$ cat config.mk
export PLATFORM = sky130hd
export DESIGN_NAME = curtain_motor_controller
export DESIGN_NICKNAME = d
export VERILOG_FILES = /design/src/rtl/cmc_pkg.sv /design/src/rtl/cmc_front.sv /design/src/rtl/cmc_queue.sv /design/src/rtl/cmc_back.sv /design/src/rtl/curtain_motor_controller.sv
export SDC_FILE = /design/constraint.sdc
export NUM_CORES = 1
export LEC_CHECK = 0
export BUFFER_PORTS_ARGS = -buffer_cell sky130_fd_sc_hd__clkbuf_2
export CORE_MARGIN = 10
export CORE_UTILIZATION = 50
export DETAILED_ROUTE_END_ITERATION = 10
export PLACE_DENSITY = 0.75
export RECOVER_POWER = 50
export SLEW_MARGIN = 0
export SYNTH_ARGS = -nofsm -noshare
export SYNTH_HDL_FRONTEND = slang
export SYNTH_HIERARCHICAL = 1
export SYNTH_SLANG_ARGS = --single-unit
$ cat constraint.sdc
create_clock -name clk -period 6 [get_ports clk]
set_input_delay 0.6 -clock clk [delete_from_list [all_inputs] [get_ports clk]]
set_output_delay 0.6 -clock clk [all_outputs]
set_load 0.01 [all_outputs]
$ cat src/rtl/cmc_pkg.sv
// Shared types, codes and constants of the curtain motor controller.
`timescale 1ns / 1ps
package cmc_pkg;

  // Stall and rain debounce tick counts
  localparam logic [3:0] STALL_TICKS = 4'd15;
  localparam logic [3:0] RAIN_TICKS  = 4'd10;

  // Light hysteresis offsets above the threshold
  localparam logic [8:0] CLOSE_OFFSET = 9'd20;
  localparam logic [8:0] OPEN_OFFSET  = 9'd10;

  // Light scaling
  localparam logic [6:0] PCT_SCALE = 7'd100;

  // Command byte codes
  localparam logic [7:0] CMD_OPEN  = 8'd1;
  localparam logic [7:0] CMD_CLOSE = 8'd2;

  // Input item kinds
  typedef enum logic [2:0] {
    KIND_SPEED = 3'd0,
    KIND_RAIN  = 3'd1,
    KIND_LIGHT = 3'd2,
    KIND_CMD   = 3'd3,
    KIND_KEY   = 3'd4
  } in_kind_t;

  // Classified operation for the back end
  typedef enum logic [2:0] {
    OP_NONE,
    OP_SPEED,
    OP_RAIN,
    OP_LIGHT,
    OP_CMD,
    OP_KEY
  } op_kind_t;

  // Drive requests
  typedef enum logic [1:0] {
    DRV_STOP,
    DRV_OPEN,
    DRV_CLOSE
  } drv_t;

  // Position status
  typedef enum logic [2:0] {
    POS_STOPPED      = 3'd0,
    POS_OPENING      = 3'd1,
    POS_OPEN_PAUSED  = 3'd2,
    POS_FULLY_OPEN   = 3'd3,
    POS_CLOSING      = 3'd4,
    POS_CLOSE_PAUSED = 3'd5,
    POS_FULLY_CLOSED = 3'd6
  } pos_t;

  // Motor drive
  typedef enum logic [1:0] {
    MOT_OFF = 2'd0,
    MOT_FWD = 2'd1,
    MOT_REV = 2'd2
  } motor_t;

  // End-stop limit
  typedef enum logic [1:0] {
    LIM_NONE  = 2'd0,
    LIM_OPEN  = 2'd1,
    LIM_CLOSE = 2'd2
  } limit_t;

  // Register indexes
  localparam logic REG_SMART     = 1'b0;
  localparam logic REG_THRESHOLD = 1'b1;

  // Configuration seen by the back end
  typedef struct packed {
    logic       smart_enable;
    logic [7:0] light_threshold;
  } cfg_t;

  // Queue entry
  typedef struct packed {
    op_kind_t   kind;
    logic       level;
    logic [6:0] pct;
    drv_t       drv;
  } op_t;

  // Result beat
  typedef struct packed {
    logic       rain_report;
    logic       status_report;
    logic [6:0] light_percent;
    logic       rain_alarm;
    limit_t     end_limit;
    motor_t     motor_drive;
    pos_t       position_status;
  } res_t;

endpackage

$ cat src/rtl/cmc_front.sv
// Front end: classifies input beats and scales light samples to percent.
`timescale 1ns / 1ps
module cmc_front (
  input  logic [2:0]      kind,
  input  logic            speed_level,
  input  logic            rain_level,
  input  logic [7:0]      light_sample,
  input  logic [7:0]      command,
  output cmc_pkg::op_t    op
);
  import cmc_pkg::*;

  logic [14:0] prod;
  logic [14:0] quot_sum;

  // Scale sample*100/255 by reciprocal: x/255 = (x + (x>>8) + 1) >> 8
  assign prod     = 15'(light_sample) * 15'(PCT_SCALE);
  assign quot_sum = prod + (prod >> 8) + 15'd1;

  // Decode kind and command
  always_comb begin
    op.pct   = quot_sum[14:8];
    op.level = 1'b0;
    op.drv   = DRV_STOP;
    unique case (kind)
      KIND_SPEED: begin
        op.kind  = OP_SPEED;
        op.level = speed_level;
      end
      KIND_RAIN: begin
        op.kind  = OP_RAIN;
        op.level = rain_level;
      end
      KIND_LIGHT: op.kind = OP_LIGHT;
      KIND_CMD: begin
        op.kind = OP_CMD;
        if (command == CMD_OPEN) begin
          op.drv = DRV_OPEN;
        end else if (command == CMD_CLOSE) begin
          op.drv = DRV_CLOSE;
        end
      end
      KIND_KEY: op.kind = OP_KEY;
      default:  op.kind = OP_NONE;
    endcase
  end

endmodule

$ cat src/rtl/cmc_queue.sv
// Two-entry queue between the front and back ends.
`timescale 1ns / 1ps
module cmc_queue (
  input  logic          clk,
  input  logic          rst_n,
  input  logic          push,
  input  cmc_pkg::op_t  push_data,
  output logic          full,
  input  logic          pop,
  output logic          head_valid,
  output cmc_pkg::op_t  head_data
);
  import cmc_pkg::*;

  op_t        mem_r [2];
  logic       wr_ptr_r, wr_ptr_nxt;
  logic       rd_ptr_r, rd_ptr_nxt;
  logic [1:0] count_r, count_nxt;

  assign full       = (count_r == 2'd2);
  assign head_valid = (count_r != 2'd0);
  assign head_data  = mem_r[rd_ptr_r];

  // Advance pointers and count
  always_comb begin
    wr_ptr_nxt = push ? ~wr_ptr_r : wr_ptr_r;
    rd_ptr_nxt = pop ? ~rd_ptr_r : rd_ptr_r;
    count_nxt  = count_r + 2'(push) - 2'(pop);
  end

  always_ff @(posedge clk) begin
    if (!rst_n) begin
      wr_ptr_r <= 1'b0;
      rd_ptr_r <= 1'b0;
      count_r  <= 2'd0;
    end else begin
      wr_ptr_r <= wr_ptr_nxt;
      rd_ptr_r <= rd_ptr_nxt;
      count_r  <= count_nxt;
    end
  end

  // Store entries
  always_ff @(posedge clk) begin
    if (push) begin
      mem_r[wr_ptr_r] <= push_data;
    end
  end

  a_no_overflow: assert property (@(posedge clk) disable iff (!rst_n)
    !(push && full && !pop)) else $error("queue push while full");
  a_no_underflow: assert property (@(posedge clk) disable iff (!rst_n)
    !(pop && !head_valid)) else $error("queue pop while empty");
  a_count_range: assert property (@(posedge clk) disable iff (!rst_n)
    count_r != 2'd3) else $error("queue count out of range");

endmodule

$ cat src/rtl/cmc_back.sv
// Back end: position, stall, rain and light state plus the result register.
`timescale 1ns / 1ps
module cmc_back (
  input  logic          clk,
  input  logic          rst_n,
  input  cmc_pkg::cfg_t cfg,
  input  logic          q_valid,
  input  cmc_pkg::op_t  q_op,
  output logic          q_pop,
  output logic          res_valid,
  output cmc_pkg::res_t res,
  input  logic          res_ready
);
  import cmc_pkg::*;

  typedef struct packed {
    pos_t   pos;
    motor_t mot;
  } drive_res_t;

  pos_t       pos_r, pos_nxt;
  motor_t     mot_r, mot_nxt;
  limit_t     lim_r, lim_nxt;
  logic       spd_last_r, spd_last_nxt;
  logic       spd_seen_r, spd_seen_nxt;
  logic [3:0] spd_cnt_r, spd_cnt_nxt;
  logic       spd_done_r, spd_done_nxt;
  logic       rain_last_r, rain_last_nxt;
  logic       rain_seen_r, rain_seen_nxt;
  logic [3:0] rain_cnt_r, rain_cnt_nxt;
  logic       rain_done_r, rain_done_nxt;
  logic       rain_flag_r, rain_flag_nxt;
  logic [6:0] light_r, light_nxt;
  logic       srep_nxt, rrep_nxt;
  logic       out_valid_r, out_valid_nxt;
  res_t       res_r, res_nxt;

  // Apply a drive request to position and motor
  function automatic drive_res_t drive_f(pos_t pos, motor_t mot, limit_t lim, drv_t req);
    drive_res_t r;
    r.pos = pos;
    r.mot = mot;
    unique case (req)
      DRV_OPEN: begin
        if (pos != POS_FULLY_OPEN && lim != LIM_OPEN) begin
          r.pos = POS_OPENING;
          r.mot = MOT_FWD;
        end
      end
      DRV_CLOSE: begin
        if (pos != POS_FULLY_CLOSED && lim != LIM_CLOSE) begin
          r.pos = POS_CLOSING;
          r.mot = MOT_REV;
        end
      end
      default: begin
        if (lim == LIM_OPEN) begin
          r.pos = POS_FULLY_OPEN;
        end else if (lim == LIM_CLOSE) begin
          r.pos = POS_FULLY_CLOSED;
        end else if (pos == POS_OPENING) begin
          r.pos = POS_OPEN_PAUSED;
        end else if (pos == POS_CLOSING) begin
          r.pos = POS_CLOSE_PAUSED;
        end
        r.mot = MOT_OFF;
      end
    endcase
    return r;
  endfunction

  // Take a queue entry when the result register is free or draining
  assign q_pop     = q_valid && (!out_valid_r || res_ready);
  assign res_valid = out_valid_r;
  assign res       = res_r;

  // Next state of the controller
  always_comb begin
    drive_res_t dr;
    dr            = '{pos: pos_r, mot: mot_r};
    pos_nxt       = pos_r;
    mot_nxt       = mot_r;
    lim_nxt       = lim_r;
    spd_last_nxt  = spd_last_r;
    spd_seen_nxt  = spd_seen_r;
    spd_cnt_nxt   = spd_cnt_r;
    spd_done_nxt  = spd_done_r;
    rain_last_nxt = rain_last_r;
    rain_seen_nxt = rain_seen_r;
    rain_cnt_nxt  = rain_cnt_r;
    rain_done_nxt = rain_done_r;
    rain_flag_nxt = rain_flag_r;
    light_nxt     = light_r;
    srep_nxt      = 1'b0;
    rrep_nxt      = 1'b0;
    if (q_pop) begin
      unique case (q_op.kind)
        OP_SPEED: begin
          if (!spd_seen_r || spd_last_r != q_op.level) begin
            spd_last_nxt = q_op.level;
            spd_seen_nxt = 1'b1;
            spd_cnt_nxt  = 4'd0;
            spd_done_nxt = 1'b0;
            lim_nxt      = LIM_NONE;
          end else if (!spd_done_r) begin
            if (spd_cnt_r >= STALL_TICKS) begin
              if (pos_r == POS_OPENING) begin
                lim_nxt = LIM_OPEN;
                dr      = drive_f(pos_r, mot_r, LIM_OPEN, DRV_STOP);
                pos_nxt = dr.pos;
                mot_nxt = dr.mot;
              end else if (pos_r == POS_CLOSING) begin
                lim_nxt = LIM_CLOSE;
                dr      = drive_f(pos_r, mot_r, LIM_CLOSE, DRV_STOP);
                pos_nxt = dr.pos;
                mot_nxt = dr.mot;
              end
              srep_nxt     = 1'b1;
              spd_done_nxt = 1'b1;
            end else begin
              spd_cnt_nxt = spd_cnt_r + 4'd1;
            end
          end
        end
        OP_RAIN: begin
          if (!rain_seen_r || rain_last_r != q_op.level) begin
            rain_last_nxt = q_op.level;
            rain_seen_nxt = 1'b1;
            rain_cnt_nxt  = 4'd0;
            rain_done_nxt = 1'b0;
          end else if (!rain_done_r) begin
            if (rain_cnt_r >= RAIN_TICKS) begin
              rrep_nxt = 1'b1;
              if (rain_last_r) begin
                rain_flag_nxt = 1'b0;
              end else begin
                rain_flag_nxt = 1'b1;
                dr            = drive_f(pos_r, mot_r, lim_r, DRV_CLOSE);
                pos_nxt       = dr.pos;
                mot_nxt       = dr.mot;
                srep_nxt      = 1'b1;
              end
              rain_done_nxt = 1'b1;
            end else begin
              rain_cnt_nxt = rain_cnt_r + 4'd1;
            end
          end
        end
        OP_LIGHT: begin
          light_nxt = q_op.pct;
          if (cfg.smart_enable) begin
            if (9'(q_op.pct) > 9'(cfg.light_threshold) + CLOSE_OFFSET) begin
              dr = drive_f(pos_r, mot_r, lim_r, DRV_CLOSE);
            end else if (9'(q_op.pct) < 9'(cfg.light_threshold) + OPEN_OFFSET) begin
              dr = drive_f(pos_r, mot_r, lim_r, DRV_OPEN);
            end
            pos_nxt = dr.pos;
            mot_nxt = dr.mot;
          end
        end
        OP_CMD: begin
          dr       = drive_f(pos_r, mot_r, lim_r, q_op.drv);
          pos_nxt  = dr.pos;
          mot_nxt  = dr.mot;
          srep_nxt = 1'b1;
        end
        OP_KEY: begin
          case (pos_r) inside
            POS_STOPPED, POS_CLOSE_PAUSED, POS_FULLY_CLOSED:
              dr = drive_f(pos_r, mot_r, lim_r, DRV_OPEN);
            POS_OPENING, POS_CLOSING:
              dr = drive_f(pos_r, mot_r, lim_r, DRV_STOP);
            default:
              dr = drive_f(pos_r, mot_r, lim_r, DRV_CLOSE);
          endcase
          pos_nxt  = dr.pos;
          mot_nxt  = dr.mot;
          srep_nxt = 1'b1;
        end
        default: ;
      endcase
    end
  end

  // Assemble the result beat
  always_comb begin
    out_valid_nxt = out_valid_r;
    res_nxt       = res_r;
    if (q_pop) begin
      out_valid_nxt           = 1'b1;
      res_nxt.position_status = pos_nxt;
      res_nxt.motor_drive     = mot_nxt;
      res_nxt.end_limit       = lim_nxt;
      res_nxt.rain_alarm      = rain_flag_nxt;
      res_nxt.light_percent   = light_nxt;
      res_nxt.status_report   = srep_nxt;
      res_nxt.rain_report     = rrep_nxt;
    end else if (res_ready) begin
      out_valid_nxt = 1'b0;
    end
  end

  always_ff @(posedge clk) begin
    if (!rst_n) begin
      pos_r       <= POS_STOPPED;
      mot_r       <= MOT_OFF;
      lim_r       <= LIM_NONE;
      spd_last_r  <= 1'b0;
      spd_seen_r  <= 1'b0;
      spd_cnt_r   <= 4'd0;
      spd_done_r  <= 1'b0;
      rain_last_r <= 1'b0;
      rain_seen_r <= 1'b0;
      rain_cnt_r  <= 4'd0;
      rain_done_r <= 1'b0;
      rain_flag_r <= 1'b0;
      light_r     <= 7'd0;
      out_valid_r <= 1'b0;
    end else begin
      pos_r       <= pos_nxt;
      mot_r       <= mot_nxt;
      lim_r       <= lim_nxt;
      spd_last_r  <= spd_last_nxt;
      spd_seen_r  <= spd_seen_nxt;
      spd_cnt_r   <= spd_cnt_nxt;
      spd_done_r  <= spd_done_nxt;
      rain_last_r <= rain_last_nxt;
      rain_seen_r <= rain_seen_nxt;
      rain_cnt_r  <= rain_cnt_nxt;
      rain_done_r <= rain_done_nxt;
      rain_flag_r <= rain_flag_nxt;
      light_r     <= light_nxt;
      out_valid_r <= out_valid_nxt;
    end
  end

  // Result payload needs no reset
  always_ff @(posedge clk) begin
    res_r <= res_nxt;
  end

  a_fwd_iff_opening: assert property (@(posedge clk) disable iff (!rst_n)
    (mot_r == MOT_FWD) == (pos_r == POS_OPENING))
    else $error("forward drive out of step with opening status");
  a_rev_iff_closing: assert property (@(posedge clk) disable iff (!rst_n)
    (mot_r == MOT_REV) == (pos_r == POS_CLOSING))
    else $error("reverse drive out of step with closing status");
  a_open_end_blocks: assert property (@(posedge clk) disable iff (!rst_n)
    (lim_r == LIM_OPEN) |-> (mot_r != MOT_FWD))
    else $error("forward drive at open-side end");
  a_rain_rep_done: assert property (@(posedge clk) disable iff (!rst_n)
    (out_valid_r && res_r.rain_report) |-> rain_done_r)
    else $error("rain report without finished debounce");

endmodule

$ cat src/rtl/curtain_motor_controller.sv
// Top level of the curtain motor controller: ports, registers and wiring.
`timescale 1ns / 1ps
// Curtain motor controller.
// Input beats on in_* carry one event each: in_tuser is the event kind
// (speed tick, rain tick, light sample, command, key press) and in_tdata
// holds the sensor levels, the light sample and the command byte.
// Every accepted input beat yields exactly one result beat on out_*, with
// position status, motor drive, end limit, rain alarm, light percent and
// the report flags.
// The front end decodes the beat and scales the light sample, a two-entry
// queue decouples it from the back end, which updates the controller state
// and loads the result register.
// Each accepted beat is written into the queue, popped by the back end and
// loaded into the result register, which drives out_tvalid and out_tdata.
// Throughput is one beat per cycle while the receiver holds out_tready high.
// When the receiver stalls, the result register holds, the queue fills to its
// two entries and in_tready drops; no beat is lost.
// Synchronous reset clears the control state and both registers to zero (not the
// queue entries or result payload); the block accepts beats once reset is released.
// The APB port writes smart_enable at 0x0 and light_threshold at 0x4.
module curtain_motor_controller (
  input  logic        clk,
  input  logic        rst_n,
  // in_tdata: [0] speed_level, [1] rain_level, [9:2] light_sample,
  // [17:10] command, [23:18] zero
  input  logic        in_tvalid,
  output logic        in_tready,
  input  logic [23:0] in_tdata,
  // in_tuser: [2:0] kind
  input  logic [2:0]  in_tuser,
  // out_tdata: [2:0] position_status, [4:3] motor_drive, [6:5] end_limit,
  // [7] rain_alarm, [14:8] light_percent, [15] zero
  output logic        out_tvalid,
  input  logic        out_tready,
  output logic [15:0] out_tdata,
  // out_tuser: [0] status_report, [1] rain_report
  output logic [1:0]  out_tuser,
  input  logic        cfg_psel,
  input  logic        cfg_penable,
  input  logic        cfg_pwrite,
  input  logic [2:0]  cfg_paddr,
  input  logic [31:0] cfg_pwdata,
  output logic [31:0] cfg_prdata,
  output logic        cfg_pready
);
  import cmc_pkg::*;

  logic       smart_r;
  logic [7:0] thr_r;
  logic       cfg_wr;
  cfg_t       cfg;
  op_t        fe_op;
  logic       q_full;
  logic       q_push;
  logic       q_pop;
  logic       q_valid;
  op_t        q_op;
  res_t       res;

  // Register port
  assign cfg_pready = 1'b1;
  assign cfg_wr     = cfg_psel && cfg_penable && cfg_pwrite && cfg_pready;

  always_ff @(posedge clk) begin
    if (!rst_n) begin
      smart_r <= 1'b0;
      thr_r   <= 8'd0;
    end else if (cfg_wr) begin
      unique case (cfg_paddr[2])
        REG_SMART:     smart_r <= cfg_pwdata[0];
        REG_THRESHOLD: thr_r   <= cfg_pwdata[7:0];
        default: ;
      endcase
    end
  end

  // Read back
  always_comb begin
    unique case (cfg_paddr[2])
      REG_SMART:     cfg_prdata = {31'd0, smart_r};
      REG_THRESHOLD: cfg_prdata = {24'd0, thr_r};
      default:       cfg_prdata = 32'd0;
    endcase
  end

  assign cfg.smart_enable    = smart_r;
  assign cfg.light_threshold = thr_r;

  // Front end
  assign in_tready = !q_full;
  assign q_push    = in_tvalid && in_tready;

  cmc_front u_front (
    .kind         (in_tuser),
    .speed_level  (in_tdata[0]),
    .rain_level   (in_tdata[1]),
    .light_sample (in_tdata[9:2]),
    .command      (in_tdata[17:10]),
    .op           (fe_op)
  );

  cmc_queue u_queue (
    .clk        (clk),
    .rst_n      (rst_n),
    .push       (q_push),
    .push_data  (fe_op),
    .full       (q_full),
    .pop        (q_pop),
    .head_valid (q_valid),
    .head_data  (q_op)
  );

  // Back end
  cmc_back u_back (
    .clk       (clk),
    .rst_n     (rst_n),
    .cfg       (cfg),
    .q_valid   (q_valid),
    .q_op      (q_op),
    .q_pop     (q_pop),
    .res_valid (out_tvalid),
    .res       (res),
    .res_ready (out_tready)
  );

  assign out_tdata = {1'b0, res.light_percent, res.rain_alarm, res.end_limit,
                      res.motor_drive, res.position_status};
  assign out_tuser = {res.rain_report, res.status_report};

endmodule

=== Yosys cells after proc, flatten, opt, wreduce, memory -nomap -nowiden ===
Memory sizes are Yosys's and may differ from the RTL's. A register that Yosys moved wholly into a read port is not among the register bits.
Cells that the tools add are included.

* Add/sub/neg operators: 8
* Multiply operators: 1
* Order comparisons: 4
* Equal/unequal tests: 30
* Multiplexer cells: 80
* Bitwise operators: 4
* Reduce and logical (&&, ||, !) cells: 29

{| class="wikitable"
|+ Operator list
! cell !! number
|-
| $pmux 32 s2 || 1
|-
| $mux 3 || 15
|-
| $mux 2 || 21
|-
| $mux 5 || 6
|-
| $pmux 3 s5 || 2
|-
| $mux 4 || 6
|-
| $mux 1 || 23
|-
| $eq 3x3->1 const B || 6
|-
| $add 15x1->15 const B || 1
|-
| $add 15x7->15 || 1
|-
| $mux 7 || 2
|-
| $mul 8x5->13 const B || 1
|-
| $eq 3x2->1 const B || 4
|-
| $pmux 2 s5 || 1
|-
| $pmux 5 s2 || 1
|-
| $add 8x4->9 const B || 1
|-
| $add 8x5->9 const B || 1
|-
| $eq 3x1->1 const B || 3
|-
| $gt 7x9->1 || 1
|-
| $lt 7x9->1 || 1
|-
| $add 4x1->4 const B || 2
|-
| $eq 8x1->1 const B || 1
|-
| $eq 8x2->1 const B || 1
|-
| $ge 4x4->1 const B || 2
|-
| 22 further kinds || 52
|}

* Register bits: 60
* RAM bits: 26
* Output and inout bits: 53
* Word-level logic and storage cells: 183
* Memories kept: 1

{| class="wikitable"
|+ Memory list
! name !! words !! width !! read ports !! clocked after memory_dff !! write ports !! RTL line !! RTL
|-
| u_queue.mem_r || 2 || 13 || 1 || 1 || 1 || cmc_queue.sv:15 || <nowiki>op_t mem_r [2];</nowiki>
|}

=== Depth between registers and ports, before layout ===
* Word-level depth: 9
* Depth in mapped cells: 16

=== Cells and area by module ===
Netlist, hierarchy kept.

{| class="wikitable"
|+ Modules (own cells, without submodules)
! module !! times used !! cells each !! area each (µm²)
|-
| cmc_back || 1 || 362 || 3201.8
|-
| cmc_queue || 1 || 61 || 1203.7
|-
| cmc_front || 1 || 109 || 985.9
|-
| curtain_motor_controller || 1 || 78 || 664.4
|}

=== Worst setup path after synthesis ===
No wires, ideal clock.

* Path type: in2reg
* Start point: input port in_tdata[4]
* End point: memory u_queue/mem_r[0][8] (netlist bit) (data pin)
* Setup time: 0.267 ns
* Arrival time: 4.161 ns
* Data required time: 5.733 ns
* Path slack: 1.571 ns
* Cell stages on the path: 16
* Path buffers: 0
* Path through: ha_1 ha_1 fa_1 ha_1 a211oi_1 nor2_1 o221ai_1 a21oi_1 xnor2_1 ha_1 nand3_1 a211o_2 a211oi_4 and2_4 nand4_2 xnor2_1

{| class="wikitable"
|+ RTL lines
! what !! RTL line !! RTL
|-
| start, declared || curtain_motor_controller.sv:28 || <nowiki>input logic [23:0] in_tdata,</nowiki>
|-
| end, declared || cmc_queue.sv:15 ||
|}

==> run_results.csv <==
group,metric,value,unit
outcome,status,"finished with violations",
outcome,violations,"max-capacitance violations, max-slew violations",
routing,drtIter0Drc,458,
synthesis,synth_cell_types,86,
floorplanning,initial_core_util,0.508,
synthesis,yosysWarnings,6,
critical_path,cp-end-kind,"flip-flop",
timing,whs,0.469,ns
power,switching_power,0.000838,W
clock_tree,cts-root-buf,"clkbuf_16",
routing,antenna_left,0,
global_route,grt_max_degree,38,
timing,tightest_slew,1.62,ns
critical_path,arrival,4.63,ns
synthesis,synth_seq_cells,87,
min_path,hold_path.class,"reg2reg",
floorplanning,die_w,130,um
routing,finalWirelength,13500,um
synthesis,synth-simple-area-share,0.187,
placed_design,placed_cells,799,
synthesis,muxShareOfSynthArea,0.0682,
synthesis,syn_area,0.00606,mm2
global_route,track_usage,0.164,
finish,layoutNonFillerInstCount,815,
routing,wl_per_cell,16.6,um
placed_design,gp_congestion,0.893,
power,combinationalPowerShare,0.372,
clock_tree,cts_resized,0,
clock_tree,cts_buffers,9,
clock_tree,cts_tree,"done",
floorplanning,ios,122,
routing,vias,4695,
synthesis,syn_area_per_cell,9.93,um2
power,p_per_area,358,mW/mm2
global_route,grt_pass1_wl,22500,um
synthesis,synthCells,610,
timing,setup_viol_count_final,0,
finish,area_growth,9.92,%
power,clkPwrFrac,0.273,
clock_tree,clkSlewWorstSetupHoldPaths,0.07,ns
power,p_leak,2.81,nW
placed_design,postPlaceCellArea,0.00635,mm2
synthesis,synth_compound_area_frac,0.146,
synthesis,synthArstFlopShare,0,
synthesis,synth_fa_ha_area_frac,0.131,
timing,max_freq,220,MHz
critical_path,startpoint_type,"input port",
routing,drtPass1Iterations,5,
timing,slew_viol_final,38,
placed_design,port_buffers,63,
finish,design_area,0.00666,mm2
clock_tree,clock_sinks,87,
power,peakVddDrop,179,uV
critical_path,worst-setup-path-type,"in2reg",
power,seq_power_share,0.355,
placed_design,hpwlAfterDp,10200,um
global_route,antenna_found_initial,0,
synthesis,synth_top_family_by_area,"simple AND/OR/NAND/NOR gates",
clock_tree,post_cts_buffers,0,
run,drv_cap,1,
timing,rsz0062_at_grt,"false",
timing,final.setup.tns,0,ns
clock_tree,postCtsHoldBufs,0,
power,intPower,0.00155,W
global_route,overflow,0,
finish,drive_above_1_share,0.139,
timing,fin_crit_sh,0.758,
global_route,grt_pass1_vias,4791,
timing,fin_crit,4.55,ns
clock_tree,clock_latency,0.35,ns
finish,fin_nets,793,
routing,drc,0,
floorplanning,die_area,0.0169,mm2
synthesis,synth_enable_flop_cells,43,
synthesis,yosysSeqAreaShare,0.359,
clock_tree,clockBufferDepth,2,
critical_path,cp_max_fo,5,
synthesis,synthXorXnorAreaFrac,0.0452,
clock_tree,cts_max_level,3,
finish,fill_cells,1059,
finish,postLayoutCoreUtil,0.559,
floorplanning,core.rowCount,40,
floorplanning,coreArea,0.0119,mm2
floorplanning,die_y,130,um
routing,viasPerCell,5.76,
timing,relSlewSlack,-0.0832,
synthesis,synth_ff_type,"dfxtp_1",
critical_path,worstPathRequired,6.08,ns
power,swShare,0.351,
timing,hold_viol,0,
finish,diodes,0,
timing,finClkSkew,0.00861,ns
-- worst max-delay path: stages --
cell and delay (ns):
clkbuf_2 0.12, ha_1 0.30, ha_1 0.31, fa_1 0.47
ha_1 0.41, a211oi_1 0.26, nor2_1 0.10, o221ai_1 0.25
a21oi_1 0.12, xnor2_1 0.17, ha_1 0.32, nand3_1 0.09
a211o_2 0.31, a211oi_4 0.31, and2_4 0.22, nand4_2 0.11
xnor2_1 0.16
-- cell usage in the layout (no fill, tap or decap), types with 8 or more instances in the layout --
master,synthesis,final
conb_1,2,26
nor2_1,37,37
edfxtp_1,43,43
o21ai_0,27,27
and2_1,18,17
nand4_1,9,9
clkbuf_16,0,9
nor3_1,11,11
nor2b_1,13,13
nand2b_1,11,11
nand2_1,37,37
clkbuf_1,10,32
xnor2_1,13,13
mux2_4,10,10
mux2i_1,15,15
a21oi_1,34,34
dfxtp_1,44,44
ha_1,58,58
a31oi_1,8,8
clkbuf_2,0,32
nand3_1,14,14
inv_1,22,22
xor2_1,12,12
-- flip-flops by register name (all words and copies together) (netlist names), 2 cells and up, named ones only --
signal             cells
u_back/lim_r           2
u_back/rain_cnt_r      4
u_back/mot_r           2
u_back/pos_r           3
u_queue/mem_r         26
u_queue/count_r        2
thr_r                  8
u_back/spd_cnt_r       4
u_back/light_r         7
u_back/res            17
-- final timing paths --
| check | startpoint | end | slack (ns) | cells past startpoint |
|---|---|---|---|---|
| max | in_tdata[4] | u_queue/mem_r[0][8] | 1.45 | 17 |
| min | u_back/spd_last_r | u_back/spd_last_r | 0.47 | 2 |
| max reg2reg | flip-flop | u_back/res[4] | 2.67 | 9 |
| min reg2reg | u_back/spd_last_r | u_back/spd_last_r | 0.47 | 2 |
-- metal layers --
layer	vias up	GRT usage	part of all wire
li1	2294	-	-
met4	0	0.0582	0.018
met1	2211	0.206	0.45
met3	22	0.0398	0.065
met5	-	0	0
met2	168	0.269	0.47
-- synthesized netlist by cell type, types with 3 or more instances --
library cell / instances / area (um2)
mux2_2: 7 / 78.8
nor4b_1: 3 / 26.3
nor2_1: 37 / 139
a31oi_1: 8 / 50.1
nand2_1: 37 / 139
edfxtp_1: 43 / 1290
fa_1: 3 / 60.1
dfxtp_1: 44 / 881
nand3_1: 14 / 70.1
nor3b_1: 6 / 45.0
and3_1: 4 / 25.0
clkbuf_1: 10 / 37.5
o211ai_1: 5 / 37.5
buf_4: 29 / 218
xnor2_1: 13 / 114
o21ai_0: 27 / 135
and2_1: 18 / 113
and2_2: 7 / 52.6
mux2_1: 3 / 33.8
o31a_1: 4 / 35.0
or3b_2: 3 / 26.3
nor4_1: 5 / 31.3
nand4b_1: 3 / 26.3
a211oi_1: 4 / 30.0
mux2_4: 10 / 150
inv_1: 22 / 82.6
nor2b_1: 13 / 81.3
o31ai_1: 3 / 22.5
mux2i_1: 15 / 150
buf_2: 3 / 15.0
ha_1: 58 / 726
xor2_1: 12 / 105
a21oi_1: 34 / 170
a21o_1: 5 / 37.5
nor3_1: 11 / 55.1
nand2b_1: 11 / 68.8
nand4_1: 9 / 56.3
-- power groups by stage --
stage	registers, W	clock network, W	logic [W]
floorplan	0.000854	0	0.000668
global placement	0.000851	0	0.000866
detailed placement	0.000859	0	0.000895
CTS	0.000848	0.000664	0.000903
global route	0.000860	0.000689	0.00100
finish	0.000847	0.000652	0.000887
-- layout make-up --
| cell class | count | area (um2) | area share |
|---|---|---|---|
| clock inverters | 6 | 118 | 0.0177 |
| repair buffers | 63 | 277 | 0.0415 |
| well taps | 147 | 184 | 0.0276 |
| clock buffers | 10 | 229 | 0.0344 |
| flip-flops and latches | 87 | 2170 | 0.326 |
| inverters | 22 | 82.6 | 0.0124 |
| multi-input cells | 480 | 3590 | 0.540 |
-- cells by family after synthesis --
kind of cell / Yosys count
multiplexers: 35
buffers and inverters: 67
AND/OR/NAND/NOR: 200
other: 2
AO/OA/AOI/OAI: 129
adder cells (fa/ha/maj): 62
XOR/XNOR: 28
flip-flops: 87
-- per-stage QoR --
stage	setup WS, ns	total power, W
final	1.45	0.00239
after global routing	1.19	0.00255
after CTS	1.42	0.00241
after detailed placement	1.07	0.00175
after global placement	1.20	0.00172
after floorplan	1.57	0.00152
Note: power is estimated with default switching activity, not from simulation.
